===== config.mk =====
export PLATFORM = sky130hd
export DESIGN_NAME = gf2ils_lsb_find
export DESIGN_NICKNAME = d
export VERILOG_FILES = /design/src/rtl/gf2ils_pkg.sv /design/src/rtl/gf2ils_lsb_find.sv
export SDC_FILE = /design/constraint.sdc
export NUM_CORES = 1
export LEC_CHECK = 0
export BUFFER_PORTS_ARGS = -buffer_cell sky130_fd_sc_hd__buf_2
export CAP_MARGIN = 20
export CORE_ASPECT_RATIO = 1.5
export CORE_MARGIN = 8
export CORE_UTILIZATION = 29
export DETAILED_ROUTE_END_ITERATION = 10
export PLACE_DENSITY = 0.55
export SYNTH_ARGS = -nofsm -noshare
export SYNTH_HDL_FRONTEND = slang
export SYNTH_SLANG_ARGS = --single-unit

===== constraint.sdc =====
create_clock -name clk_i -period 2.7 [get_ports clk_i]
set_clock_uncertainty 0.15 [all_clocks]
set_input_delay 0.54 -clock clk_i [delete_from_list [all_inputs] [get_ports clk_i]]
set_output_delay 0.54 -clock clk_i [all_outputs]
set_load 0.01 [all_outputs]

===== src/rtl/gf2ils_pkg.sv =====
package gf2ils_pkg;

  localparam int ROW_W  = 64;
  localparam int PIV_W  = 6;
  localparam int RANK_W = 7;
  localparam int CFG_W  = 7;

  // lowest-set-bit search works one byte group per cycle
  localparam int GRP_W     = 8;
  localparam int SUB_W     = $clog2(GRP_W);
  localparam int GRP_IDX_W = PIV_W - SUB_W;

  typedef enum logic {
    OP_ADD   = 1'b0,
    OP_SOLVE = 1'b1
  } gf2ils_op_e;

  typedef enum logic [3:0] {
    ST_IDLE,
    ST_RED,
    ST_FIND,
    ST_ELIM,
    ST_APPEND,
    ST_ADD_RES,
    ST_SCAN,
    ST_FREE,
    ST_COL,
    ST_VEC,
    ST_NOFREE
  } gf2ils_state_e;

  typedef struct packed {
    logic [ROW_W-1:0] row;
    logic [PIV_W-1:0] piv;
    logic             rhs;
  } gf2ils_entry_t;

  typedef struct packed {
    logic             start;
    logic [ROW_W-1:0] row;
  } gf2ils_find_req_t;

  typedef struct packed {
    logic             done;
    logic [PIV_W-1:0] idx;
  } gf2ils_find_rsp_t;

endpackage


===== src/rtl/gf2ils_lsb_find.sv =====
module gf2ils_lsb_find (
  input  logic                         clk_i,
  input  logic                         rst_ni,
  input  gf2ils_pkg::gf2ils_find_req_t req_i,
  output gf2ils_pkg::gf2ils_find_rsp_t rsp_o
);
  import gf2ils_pkg::*;

  logic                 busy_q;
  logic [GRP_IDX_W-1:0] grp_q;
  logic [ROW_W-1:0]     row_q;
  logic [GRP_W-1:0]     grp_bits;
  logic [SUB_W-1:0]     sub_idx;
  logic                 hit;

  assign grp_bits = row_q[GRP_W*grp_q +: GRP_W];
  assign hit      = busy_q && (grp_bits != '0);

  // lowest set bit inside the current group
  always_comb begin
    sub_idx = '0;
    for (int k = GRP_W - 1; k >= 0; k--) begin
      if (grp_bits[k]) begin
        sub_idx = SUB_W'(k);
      end
    end
  end

  assign rsp_o.done = hit;
  assign rsp_o.idx  = {grp_q, sub_idx};

  always_ff @(posedge clk_i or negedge rst_ni) begin
    if (!rst_ni) begin
      busy_q <= 1'b0;
      grp_q  <= '0;
    end else if (req_i.start) begin
      busy_q <= 1'b1;
      grp_q  <= '0;
    end else if (hit) begin
      busy_q <= 1'b0;
    end else if (busy_q) begin
      grp_q <= grp_q + 1'b1;
    end
  end

  always_ff @(posedge clk_i) begin
    if (req_i.start) begin
      row_q <= req_i.row;
    end
  end

endmodule


# Word-level counts from Yosys, hierarchy flattened
# Index checks and enable logic that the tools add are counted.
# word_totals
wordCells	24
regBits	68
output_inout_bits	7
inputBits	67
# op_classes
n_reduce_logical	5
shift	1
n_mux	13
n_eq_ne	1
add_sub_neg	1
# op_table
cell	n
$shiftx 64x7->8	1
$mux 3	11
$reduce_bool 8->1	1
$reduce_bool 2->1	2
$add 3x1->3 const B	1
$mux 1	2
$ne 2x2->1 const B	1
$reduce_and 2->1	1
$logic_and 1x1->1	1

# Longest topological paths before layout
# logic_depth
ltp_word	9
mapped_depth	8
depth_no_buf	5

# Worst setup path before layout
# Ideal clock, no wire load.
# synth_path
path_type	reg2out
from	register grp_q[0]
to	output rsp_o[6] in the netlist's numbering
required_ns	2.010
slack_ns	0.071
arrival_time_ns	1.939
stages_incl_launch_ff	9
n_path_buf	3
cell_sequence	dfrtp_1 > buf_6 > buf_12 > mux4_1 > mux2i_2 > nand4_4 > nor2_1 > nor2_1 > buf_4
# synth_via
elab_chain_len	3
# synth_lines
item	line_no	source
start: declaration	gf2ils_lsb_find.sv:10	logic [GRP_IDX_W-1:0] grp_q;
start signal: assignment	gf2ils_lsb_find.sv:42	grp_q <= grp_q + 1'b1;
$shiftx 64x7->8	gf2ils_lsb_find.sv:16	assign grp_bits = row_q[GRP_W*grp_q +: GRP_W];
$reduce_bool 8->1	gf2ils_lsb_find.sv:17	assign hit = busy_q && (grp_bits != '0);
$logic_and 1x1->1	gf2ils_lsb_find.sv:17	
end: declaration	gf2ils_lsb_find.sv:5	output gf2ils_pkg::gf2ils_find_rsp_t rsp_o
# No other way between the ends.

==> impl_results.md <==
- Status: complete, but fails checks
- Violated checks: setup timing
- Final WL: 6000 µm
- Mapped Nets: 196
- Static Leak: 1.46 nW
- Largest net degree at the start of global routing: 34
- Area leader, netlist: edfxtp_1
- Die area: 13,300 µm²
- Max-Cap Viols: 0
- Min Tclk post-route: 2910 ps
- Antenna Cells: 0
- Grt total ovfl: 0
- Slew HR: 0.696
- First-pass GRT wire length: 9140 µm
- DR iter-0 viols: 128
- Number of CTS-inserted buffers: 9
- CP max FO: 5
- CTS tree: done
- Power per cell area: 703 nW/µm²
- Most common cell after layout, fill and taps aside: buf_2
- Port bufs: 73
- Clock transition at path regs: 60 ps
- WP data arrival: 2220 ps
- Dpl ws: 42.5 ps
- Max VDD drop: 0.393 mV
- Crit share post-route: 1.08
- Sink Count: 68
- Drt pass-1 iters: 4
- Measured slew at the worst slew-check pin: 455 ps
- Yosys warns: 0
- CTS Buffer Depth: 2
- Post-route insts no fill: 347
- Final Max Slew Viols: 0
- Crit end category: primary output
- Clk_lat worst skew: 330 ps
- Root buf cell: clkbuf_16
- Endpoints failing hold: 0
- WL per Instance: 17.3 µm
- DRC: 0
- Starting Density: 0.295
- Crit path launch type: flop
- Synth Instances: 128
- IO Pins: 74
- Placer Congestion: 0.657
- Core footprint: 9630 µm²
- Tot GR Track Use: 0.0928
- Synth cell types: 31
- Area grow syn2layout: 32.9%
- Via count: 1,532
- Seq cells post-synth: 68
- ANT nets after route: 0
- Layout cell share with drive strength beyond 1: 0.560
- Post-route setup slack: -207 ps
- Worst Path Required: 2010 ps
- NumNets Final: 295
- Die span in x: 96.9 µm
- Kind of critical path: reg2out
- RSZ-0062 raised after global routing: true
- CTS HTree Levels: 3
- DP Wirelength: 4430 µm
- Number of global-route vias before repair: 1,814
- Cell Area, Synth: 2850 µm²
- Die Height: 137 µm
- Antenna violations before repair: 0
- Hold crit path type: in2reg
- Mapped Avg Cell Area: 22.2 µm²
- Placed insts: 326
- Final setup viols: 4
- Row Count: 44
- Sequential share of the synthesized area: 0.711
- Ranking of synthesized cells by area: edfxtp_1, mux4_1, dfrtp_1
- Vias per std cell: 4.41
- Synth top area share: 0.675
- Fmax achieved: 344 MHz
- Most frequent cells in the layout: buf_2, edfxtp_1, buf_4, mux4_2, clkbuf_16
worst paths after layout:
kind,start,end,slack (ps),cells past startpoint
worst max-delay path,grp_q[0],rsp_o[6],-210,8
worst min-delay path,req_i[50],row_q[50],230,1
worst max register to register,grp_q[0],grp_q[0],170,8
worst min register to register,busy_q,grp_q[2],560,3
max in group asynchronous,rst_ni,busy_q,1870,2
min in group asynchronous,rst_ni,grp_q[2],400,2
state kept, by name, indices dropped and copies added (netlist names):
signal  flops
grp_q       3
row_q      64
busy_q      1
cell type report:
cell class                      instances  area [µm²]
Fill cell                             882        5850
Clock buffer                           10         229
Inverter                                1        3.75
Timing Repair Buffer                   94         557
Sequential cell                        68        2020
Multi-Input combinational cell         53         738
Tap cell                              115         144
Clock inverter                          6        88.8
kinds of logic (layout without fill, tap and decap cells):
| family | count (synthesis) | after routing | synth area share |
|---|---|---|---|
| flip-flops | 68 | 68 | 0.711 |
| multiplexers | 28 | 28 | 0.200 |
| AO/OA/AOI/OAI | 4 | 4 | 0.00836 |
| buffers and inverters | 7 | 111 | 0.0268 |
| adder cells (fa/ha/maj) | 1 | 1 | 0.00440 |
| AND/OR/NAND/NOR | 20 | 20 | 0.0501 |
Yosys cell counts:
cell type,instances
buf_2,1
mux2i_4,1
nor3_2,1
buf_6,1
buf_12,1
a21boi_1,1
nand4_4,1
edfxtp_1,64
mux2i_2,3
buf_4,1
mux4_1,16
inv_1,1
a31oi_1,1
nor2_1,4
buf_8,1
dfrtp_1,4
nand2_1,4
ha_1,1
nor3_4,1
mux2_1,2
and2b_2,1
nand2b_1,2
or2_1,1
mux2i_1,5
nor2b_1,2
o21ai_1,2
nand4_2,1
mux2_2,1
nand3_1,1
clkbuf_8,1
or2b_1,1
worst max-delay path, stage by stage (launching register included):
cell	delay, ps
dfrtp_1	410
buf_6	170
mux4_2	540
mux2i_4	200
buf_4	150
nand4_4	110
nor2_1	120
nor2_1	40
buf_2	140
layer usage:
layer,share of wire,vias to the layer above,track usage
met2,0.55,49,0.172
met4,0.027,0,0.0644
li1,-,727,-
met1,0.38,746,0.0866
met5,0,-,0
met3,0.039,10,0.0266
report_power, final:
group / total (mW) / switching, mW / leakage [nW] / internal, mW
registers: 1.26 / 0.0204 / 0.680 / 1.24
logic: 0.172 / 0.0769 / 0.631 / 0.0953
clock network: 1.23 / 0.418 / 0.149 / 0.807
repair_timing:
action / CTS / global route
hold buffers: 1 / 0
endpoints found under the hold margin: 4 / 0
pin swaps: 4 / 4
setup endpoints to repair: 4 / 5
resized for setup: 17 / 3
setup buffers: 2 / 2
stage by stage:
stage | hold slack, ps | area [µm²] | total power [mW] | TNS, ps | utilization
2_1_floorplan | 94.4 | 2850 | 1.33 | 0 | -
3_3_place_gp | 205 | 3410 | 1.43 | 0 | 0.354
3_5_place_dp | 208 | 3410 | 1.44 | 0 | 0.354
4_1_cts | 222 | 3760 | 2.69 | -903 | 0.391
5_1_grt | 220 | 3780 | 2.76 | -1220 | 0.393
6_report | 232 | 3780 | 2.66 | -771 | 0.393
(Power assumes the default switching activity.)
